[src/wildcard_glob_matcher_top_macros.svh]
// Assertion macros of the wildcard glob matcher RTL.
// Included by wildcard_glob_matcher_top, which checks its own logic; needs no package.
`ifndef WILDCARD_GLOB_MATCHER_TOP_MACROS_SVH
`define WILDCARD_GLOB_MATCHER_TOP_MACROS_SVH

// Implication in the same cycle, checked outside reset.
`define WGM_ASSERT_SAME(label, clk, rst, ante, cons) \
   label: assert property (@(posedge clk) disable iff (rst) (ante) |-> (cons)) \
      else $error("wildcard glob matcher check failed");

// Implication in the next cycle, checked outside reset.
`define WGM_ASSERT_NEXT(label, clk, rst, ante, cons) \
   label: assert property (@(posedge clk) disable iff (rst) (ante) |=> (cons)) \
      else $error("wildcard glob matcher check failed");

`endif

[src/wgm_pkg.sv]
// Types and constants of the wildcard glob matcher.
// Used by wgm_cell and wildcard_glob_matcher_top; depends on nothing else.
package wgm_pkg;

   // Number of token cells in the chain.
   localparam int MaxTokens = 32;

   // Special pattern bytes.
   localparam logic [7:0] CH_ESCAPE = 8'h5C;
   localparam logic [7:0] CH_RUN    = 8'h2A;
   localparam logic [7:0] CH_ONE    = 8'h3F;

   typedef enum logic [1:0] {
      OP_CLEAR  = 2'd0,
      OP_APPEND = 2'd1,
      OP_TEXT   = 2'd2,
      OP_REPORT = 2'd3
   } op_type;

   typedef enum logic [1:0] {
      KIND_LIT = 2'd0,
      KIND_ONE = 2'd1,
      KIND_RUN = 2'd2
   } kind_type;

   typedef enum logic [1:0] {
      FAULT_OK       = 2'd0,
      FAULT_ESCAPE   = 2'd1,
      FAULT_OVERFLOW = 2'd2
   } fault_type;

   // Commands broadcast from the top level to every cell.
   typedef struct packed {
      logic       clear;      // drop all tokens
      logic       add;        // append one token at the tail
      kind_type   kind;       // kind of the appended token
      logic [7:0] tok_char;   // byte of an appended literal
      logic       rearm;      // restart the position set at position zero
      logic       text;       // advance the position set by one text byte
      logic [7:0] text_byte;
   } ctrl_type;

   // Data handed from one cell to its right neighbor.
   typedef struct packed {
      logic head;      // set only at the chain input: position zero lives here
      logic valid;     // the left cell holds a token
      logic run_gate;  // the left position is active and its token is a run
      logic adv;       // the left token consumed the text byte
   } link_type;

   // Per-cell status seen by the top level.
   typedef struct packed {
      logic valid;
      logic pos;
      logic run;
      logic hit;       // this position is the pattern end and is active
   } cell_stat_type;

endpackage

[src/wgm_cell.sv]
// One token cell of the wildcard glob matcher chain.
// Holds one token and one position bit; depends on wgm_pkg.
module wgm_cell (
   input  logic                  clock,
   input  logic                  reset,
   input  wgm_pkg::ctrl_type     ctrl,
   input  wgm_pkg::link_type     link_in,
   output wgm_pkg::link_type     link_out,
   output wgm_pkg::cell_stat_type stat
);
   import wgm_pkg::*;

   logic       valid_ff, valid_in;
   logic       pos_ff, pos_in;
   kind_type   kind_ff;
   logic [7:0] char_ff;
   logic       is_run;
   logic       closed;
   logic       target;
   logic       step;

   // Closure over a run token on the left: stars never follow each other,
   // so one neighbor step is the whole closure.
   assign is_run = valid_ff & (kind_ff == KIND_RUN);
   assign closed = pos_ff | link_in.run_gate;
   assign target = link_in.valid & ~valid_ff;
   assign step   = closed & valid_ff &
                   ((kind_ff == KIND_ONE) ||
                    ((kind_ff == KIND_LIT) && (char_ff == ctrl.text_byte)));

   // Hand the neighbor what it needs.
   assign link_out.head     = 1'b0;
   assign link_out.valid    = valid_ff;
   assign link_out.run_gate = pos_ff & is_run;
   assign link_out.adv      = step;

   assign stat.valid = valid_ff;
   assign stat.pos   = pos_ff;
   assign stat.run   = is_run;
   assign stat.hit   = closed & target;

   // Next token occupancy and position bit.
   always_comb begin
      valid_in = valid_ff;
      if (ctrl.clear) begin
         valid_in = 1'b0;
      end else if (ctrl.add && target) begin
         valid_in = 1'b1;
      end

      pos_in = pos_ff;
      if (ctrl.rearm) begin
         pos_in = link_in.head;
      end else if (ctrl.text) begin
         pos_in = (closed & is_run) | link_in.adv;
      end
   end

   // Control state.
   always_ff @(posedge clock) begin
      if (reset) begin
         valid_ff <= 1'b0;
         pos_ff   <= link_in.head;
      end else begin
         valid_ff <= valid_in;
         pos_ff   <= pos_in;
      end
   end

   // Token payload, written once when this cell becomes the tail.
   always_ff @(posedge clock) begin
      if (ctrl.add && target) begin
         kind_ff <= ctrl.kind;
         char_ff <= ctrl.tok_char;
      end
   end

endmodule

[src/wildcard_glob_matcher_top.sv]
// Top level of the wildcard glob matcher: pattern parser, token cell chain
// and result register. Depends on wgm_pkg, wgm_cell and the assertion macros.
//
// Load a pattern with a clear transfer and then one append transfer per
// pattern byte ('*' any run, '?' any one byte, backslash escapes the next
// byte); stream text bytes; a report transfer returns one result with the
// match flag and a fault code, and rearms the matcher for the next text.
// Each token cell updates its position bit from its left neighbor in the
// same cycle, so the block accepts one item per clock, and a report result
// appears on the result channel the cycle after its transfer. The input
// stalls only while a result is held and the result channel is not ready.
// The chain holds 32 tokens; longer patterns report an overflow fault.
`include "wildcard_glob_matcher_top_macros.svh"

module wildcard_glob_matcher_top (
   input  logic        clock,
   input  logic        reset,
   input  logic        req_tvalid,
   output logic        req_tready,
   input  logic [7:0]  req_tdata,   // [7:0] data_byte
   input  logic [1:0]  req_tuser,   // [1:0] op
   output logic        rsp_tvalid,
   input  logic        rsp_tready,
   output logic [7:0]  rsp_tdata    // [0] matched, [2:1] fault, [7:3] zero
);
   import wgm_pkg::*;

   ctrl_type      ctrl;
   link_type      links [0:MaxTokens];
   cell_stat_type stats [0:MaxTokens-1];

   logic [MaxTokens-1:0] valid_vec;
   logic [MaxTokens-1:0] run_vec;
   logic [MaxTokens-1:0] hit_vec;
   logic [MaxTokens:0]   pos_vec;

   logic      escape_ff, escape_in;
   logic      overflow_ff, overflow_in;
   logic      pos_last_ff, pos_last_in;
   logic      rsp_valid_ff, rsp_valid_in;
   logic      matched_ff, matched_in;
   fault_type fault_ff, fault_in;

   logic      accept;
   op_type    op;
   logic      append;
   logic      token_ok;
   logic      tail_run;
   logic      full;
   logic      hit_last;
   logic      hit;

   // Input transfer and command decode.
   assign req_tready = ~rsp_valid_ff | rsp_tready;
   assign accept     = req_tvalid & req_tready;
   assign op         = op_type'(req_tuser);
   assign append     = accept & (op == OP_APPEND);

   assign tail_run = |(run_vec & ~(valid_vec >> 1));
   assign full     = valid_vec[MaxTokens-1];

   // Pattern parser: decide which token, if any, an append byte yields.
   always_comb begin
      ctrl.clear     = accept & (op == OP_CLEAR);
      ctrl.rearm     = accept & (op != OP_TEXT);
      ctrl.text      = accept & (op == OP_TEXT);
      ctrl.text_byte = req_tdata;
      ctrl.tok_char  = req_tdata;
      ctrl.kind      = KIND_LIT;
      token_ok       = 1'b1;
      escape_in      = escape_ff;
      if (escape_ff) begin
         escape_in = 1'b0;
      end else if (req_tdata == CH_ESCAPE) begin
         escape_in = 1'b1;
         token_ok  = 1'b0;
      end else if (req_tdata == CH_RUN) begin
         ctrl.kind     = KIND_RUN;
         ctrl.tok_char = 8'h00;
         token_ok      = ~tail_run;
      end else if (req_tdata == CH_ONE) begin
         ctrl.kind     = KIND_ONE;
         ctrl.tok_char = 8'h00;
      end
      if (!append) begin
         escape_in = escape_ff;
      end
      if (ctrl.clear) begin
         escape_in = 1'b0;
      end
      ctrl.add    = append & token_ok & ~full;
      overflow_in = ctrl.clear ? 1'b0 : (overflow_ff | (append & token_ok & full));
   end

   // Chain of token cells; position zero enters at the head link.
   assign links[0] = '{head: 1'b1, valid: 1'b1, run_gate: 1'b0, adv: 1'b0};

   for (genvar i = 0; i < MaxTokens; i++) begin : g_cell
      wgm_cell u_cell (
         .clock    (clock),
         .reset    (reset),
         .ctrl     (ctrl),
         .link_in  (links[i]),
         .link_out (links[i+1]),
         .stat     (stats[i])
      );
      assign valid_vec[i] = stats[i].valid;
      assign run_vec[i]   = stats[i].run;
      assign hit_vec[i]   = stats[i].hit;
      assign pos_vec[i]   = stats[i].pos;
   end
   assign pos_vec[MaxTokens] = pos_last_ff;

   // Position after the last cell: every token of a full store matched.
   assign hit_last = (pos_last_ff | links[MaxTokens].run_gate) & links[MaxTokens].valid;
   assign hit      = (|hit_vec) | hit_last;

   always_comb begin
      pos_last_in = pos_last_ff;
      if (ctrl.rearm) begin
         pos_last_in = 1'b0;
      end else if (ctrl.text) begin
         pos_last_in = links[MaxTokens].adv;
      end
   end

   // Result register; a report transfer loads it, the result transfer frees it.
   always_comb begin
      rsp_valid_in = rsp_valid_ff & ~rsp_tready;
      matched_in   = matched_ff;
      fault_in     = fault_ff;
      if (accept && (op == OP_REPORT)) begin
         rsp_valid_in = 1'b1;
         if (overflow_ff) begin
            fault_in = FAULT_OVERFLOW;
         end else if (escape_ff) begin
            fault_in = FAULT_ESCAPE;
         end else begin
            fault_in = FAULT_OK;
         end
         matched_in = hit & ~overflow_ff & ~escape_ff;
      end
   end

   always_ff @(posedge clock) begin
      if (reset) begin
         escape_ff    <= 1'b0;
         overflow_ff  <= 1'b0;
         pos_last_ff  <= 1'b0;
         rsp_valid_ff <= 1'b0;
      end else begin
         escape_ff    <= escape_in;
         overflow_ff  <= overflow_in;
         pos_last_ff  <= pos_last_in;
         rsp_valid_ff <= rsp_valid_in;
      end
   end

   always_ff @(posedge clock) begin
      matched_ff <= matched_in;
      fault_ff   <= fault_in;
   end

   assign rsp_tvalid = rsp_valid_ff;
   assign rsp_tdata  = {5'b00000, fault_ff, matched_ff};

   // Tokens fill the chain from the head without gaps.
   `WGM_ASSERT_SAME(a_valid_packed, clock, reset, 1'b1,
      ((valid_vec >> 1) & ~valid_vec) == '0)
   // No position beyond the pattern end is ever active.
   `WGM_ASSERT_SAME(a_pos_in_range, clock, reset, 1'b1,
      (pos_vec & ~{valid_vec, 1'b1}) == '0)
   // Merged stars: two run tokens never sit side by side.
   `WGM_ASSERT_SAME(a_no_double_run, clock, reset, 1'b1,
      (run_vec & (run_vec >> 1)) == '0)
   // A clear leaves an empty store with only position zero active.
   `WGM_ASSERT_NEXT(a_clear_empties, clock, reset, accept && (op == OP_CLEAR),
      (valid_vec == '0) && (pos_vec == {{MaxTokens{1'b0}}, 1'b1}) && !overflow_ff)
   // A fault never comes with a match.
   `WGM_ASSERT_SAME(a_fault_no_match, clock, reset, rsp_valid_ff && matched_ff,
      fault_ff == FAULT_OK)

endmodule
[config.mk]
export PLATFORM = sky130hd
export DESIGN_NAME = wildcard_glob_matcher_top
export DESIGN_NICKNAME = d
export VERILOG_FILES = /design/src/wgm_pkg.sv /design/src/wgm_cell.sv /design/src/wildcard_glob_matcher_top.sv
export VERILOG_INCLUDE_DIRS = /design/src /design/src/src
export SDC_FILE = /design/constraint.sdc
export NUM_CORES = 1
export LEC_CHECK = 0
export ABC_AREA = 1
export BUFFER_PORTS_ARGS = -buffer_cell sky130_fd_sc_hd__buf_2
export CAP_MARGIN = 20
export CORE_UTILIZATION = 60
export DETAILED_ROUTE_END_ITERATION = 8
export GPL_TIMING_DRIVEN = 0
export HOLD_SLACK_MARGIN = 0.15
export PLACE_DENSITY = 0.75
export SKIP_LAST_GASP = 1
export SLEW_MARGIN = 30
export SYNTH_ARGS = -nofsm -noshare
export SYNTH_HDL_FRONTEND = slang
export SYNTH_HIERARCHICAL = 1
export SYNTH_SLANG_ARGS = --single-unit
[constraint.sdc]
create_clock -name clock -period 3.89 [get_ports clock]
set_input_delay 0.389 -clock clock [delete_from_list [all_inputs] [get_ports clock]]
set_output_delay 0.389 -clock clock [all_outputs]
set_load 0.01 [all_outputs]
Word level (Yosys, flattened, before mapping)
Index checks and enable logic that the tools add are counted.

word-level totals
  register bits = 391
  input bits = 14
  output and inout bits = 10

cells by class
  equality and inequality tests = 103
  multiplexer cells = 11
  bitwise gates (word level) = 339
  reductions and logical operators = 134

operators by type and width
  cell                count
  $eq 8x8->1          32
  $and 1x1->1         234
  $eq 2x2->1 const B  34
  $eq 2x1->1 const B  33
  $logic_not 2->1     33
  $or 1x1->1          66
  $logic_and 1x1->1   65
  $reduce_or 32->1    2
  $not 1->1           37
  $and 32x32->32      1
  $logic_or 1x1->1    32
  $not 31->32         1
  $mux 10             3
  $eq 8x6->1 const B  2
  $mux 9              1
  $eq 8x7->1 const B  1
  $mux 1              7
  $reduce_or 2->1     2
  $ne 2x2->1 const B  1

Logic depth before layout (Yosys ltp)
  word-level depth = 11
  depth in mapped cells = 16
  depth with buffers taken out = 15

Hierarchy
Netlist, hierarchy kept.

modules (own cells, without submodules)
  module                     times used  cells an instance  area an instance (µm²)  sequential area each (µm²)
  wgm_cell                   32          68                 635.6                   350.3
  wildcard_glob_matcher_top  1           182                940.9                   170.2

Worst setup path after synthesis
OpenSTA, ideal clock, no wires.

  kind = input port to flip-flop
  start point = input rsp_tready
  end point = register g_cell[10].u_cell.pos_ff, data pin
  library setup time = 264 ps
  data arrival time = 3295 ps
  data required time = 3626 ps
  setup slack = 330 ps
  stages = 7
  path buffers = 0
  path through = inv_1 nand2_2 nand2_2 a21oi_1 nor2_1 nor2_1 a21oi_1

RTL lines
  item                    line                             source
  start: declaration      wildcard_glob_matcher_top.sv:23  input logic rsp_tready,
  end signal: assignment  wgm_cell.sv:63                   pos_ff <= link_in.head;
  end signal: assignment  wgm_cell.sv:66                   pos_ff <= pos_in;
  end: declaration        wgm_cell.sv:14                   logic pos_ff, pos_in;

==> impl_metrics.env <==
export IMPL_dp_hpwl_mm=30.6
export IMPL_holdBufCountCts=0
export IMPL_multiInputGateArea_um2=6910
export IMPL_grt_pass1_wl_mm=73.2
export IMPL_rsz0062_at_grt="false"
export IMPL_die_y_um=189
export IMPL_worstSkewPairLatency_ns=0.52
export IMPL_firstDrtPassIters=6
export IMPL_layout_worst_path_cycle_share_pct=87.8
export IMPL_antenna_left=0
export IMPL_vias_per_cell=4.96
export IMPL_place_ws_ns=-0.0290
export IMPL_crit_fanout=66
export IMPL_whs_ns=0.301
export IMPL_die_area_um2=35800
export IMPL_status="finished clean"
export IMPL_root_buffer="clkbuf_16"
export IMPL_r2r_end="g_cell[10].u_cell/char_ff[6]"
export IMPL_track_usage_pct=26.8
export IMPL_portBuffers=18
export IMPL_total_leakage_power_nw=9.90
export IMPL_hold_end="rsp_tvalid"
export IMPL_total_power_w=0.00897
export IMPL_cts_made_buffers=41
export IMPL_power_density_nw_per_um2=381
export IMPL_synth_avg_cell_area_um2=9.05
export IMPL_layout_min_cycle_time_ns=3.41
export IMPL_irDropWorstVdd_mv=0.368
export IMPL_critPathLaunchType="input port"
export IMPL_vias=14400
export IMPL_setup_viol=0
export IMPL_critPathSlowestCell="nor2_1"
export IMPL_cts_tree="done"
export IMPL_endpoint_kind="flop"
export IMPL_gp_congestion=0.809
export IMPL_hp_class="in2reg"
export IMPL_syn_inst=2323
export IMPL_r2r_slack_ns=0.49
export IMPL_hold_depth=5
export IMPL_cts_clk_slew_worst_paths_ns=0.06
export IMPL_die_x_um=189
export IMPL_post_route_drc_count=0
export IMPL_crit_type="in2reg"
export IMPL_report_final_slew_viol_count=0
export IMPL_critPathArrivalTime_ns=3.56
export IMPL_crit_required_ns=4.03
export IMPL_synth_warnings=6
export IMPL_cap_violations=0
export IMPL_start_util_pct=60.9
export IMPL_grt_max_degree=68
export IMPL_routedWlPerCell_um=16.0
export IMPL_layout_commonest_cell="nand2_1"
export IMPL_grt_ovfl_total=0
export IMPL_relSlewSlack_pct=34.4
export IMPL_antenna_found_initial=0
export IMPL_cts_max_level=2
export IMPL_cts_sinks=391
export IMPL_drtIter0Drc=1001
export IMPL_num_rows=68
export IMPL_critical_path_top_delay_family="simple AND/OR/NAND/NOR gates"
export IMPL_crit_buf_inv=5
export IMPL_tns_ns=0
export IMPL_final_net_count=2440
export IMPL_final_seq_area_um2=11400
export IMPL_fin_ws_ns=0.476
export IMPL_post_cts_buffers=0
export IMPL_cts_buffer_depth=3
export IMPL_synth_area_um2=21000
export IMPL_cp_slowest_stage_delay_ns=0.75
export IMPL_tightestPinTransition_ns=0.980
export IMPL_cts_resized=0
export IMPL_n_antenna_cell=0
export IMPL_min_from="rsp_tready"
export IMPL_final_util_pct=68.2
export IMPL_cp_cell_sequence="buf_4 > inv_1 > nand4_1 > nor3_4 > buf_6 > nand2_1 > nand2_1 > nor2_4 > buf_16 > inv_1 > nor2_1"
export IMPL_io_pins=24
export IMPL_rr_worst_depth=15
export IMPL_r2r_start="g_cell[10].u_cell/kind_ff[1]"
export IMPL_fill_cells=2617
export IMPL_finClkSkew_ns=0.0121
export IMPL_syn2layout_area_growth_pct=12.1
export IMPL_hold_viol=0
export IMPL_wl_mm=46.5
export IMPL_fp_coreArea_um2=34500
export IMPL_final_cell_mix="602 x nand2_1, 394 x inv_1, 355 x edfxtp_1"
export IMPL_drive_above_1_share_pct=17.4
export IMPL_max_freq_mhz=293
export IMPL_grt_pass1_vias=14100
==> per-layer routing <==
metal	vias to the layer above	share of wire [%]	global-route usage, %
met3	92	5.6	2.52
met1	6775	42	34.9
met2	365	50	47.8
met5	-	0	0
met4	0	2.7	7.57
li1	7183	-	-
==> worst max path at each step <==
stage / startpoint / to / cells past startpoint
floorplan: rsp_tready / g_cell[10].u_cell/pos_ff / 7
global placement: req_tdata[7] / g_cell[17].u_cell/char_ff[1] / 7
detailed placement: req_tdata[4] / g_cell[1].u_cell/char_ff[4] / 11
CTS: req_tdata[4] / g_cell[0].u_cell/char_ff[6] / 11
global route: req_tdata[4] / g_cell[14].u_cell/char_ff[5] / 11
finish: req_tdata[4] / g_cell[10].u_cell/char_ff[6] / 11
==> layout make-up <==
cell class                      count  share of cell area [%]
Multi-Input combinational cell   1345                    29.3
Tap cell                          455                    2.42
Sequential cell                   391                    48.3
Inverter                          427                    6.80
Clock inverter                     20                   0.717
Clock buffer                       51                    4.56
Timing Repair Buffer               53                    2.58
Buffer                            167                    5.29
==> power breakdown <==
part / switching [W] / total [W] / internal, W / leakage (nW)
clock network: 0.00153 / 0.00367 / 0.00215 / 0.613
registers: 0.0000214 / 0.00464 / 0.00462 / 3.59
logic: 0.000432 / 0.000660 / 0.000228 / 5.69
==> metrics by stage <==
step	cell area (µm²)	cells
after CTS	23600	2909
after detailed placement	22300	2838
after global routing	23600	2909
after floorplan	21000	2330
final	23600	2909
after global placement	21700	2803
==> worst register-to-register path: stages (launching register included) <==
cell	delay [ns]
edfxtp_1	0.35
inv_1	0.11
nor3_4	0.05
buf_4	0.13
nand2_1	0.10
nand2_1	0.10
nor2_1	0.22
nand2_1	0.09
nor2_1	0.09
nand2_1	0.06
nand2_1	0.08
nand2_1	0.09
nor2_4	0.48
buf_16	0.24
inv_1	0.07
nor2_1	0.75
==> registers in the layout, summed over array words and instances (netlist names) <==
name / cells
g_cell.u_cell/pos_ff: 32
pos_last_ff: 1
overflow_ff: 1
rsp_tvalid: 1
escape_ff: 1
g_cell.u_cell/kind_ff: 64
fault_ff: 2
g_cell.u_cell/char_ff: 256
g_cell.u_cell/valid_ff: 32
matched_ff: 1
Note: power is estimated with default switching activity, not from simulation.
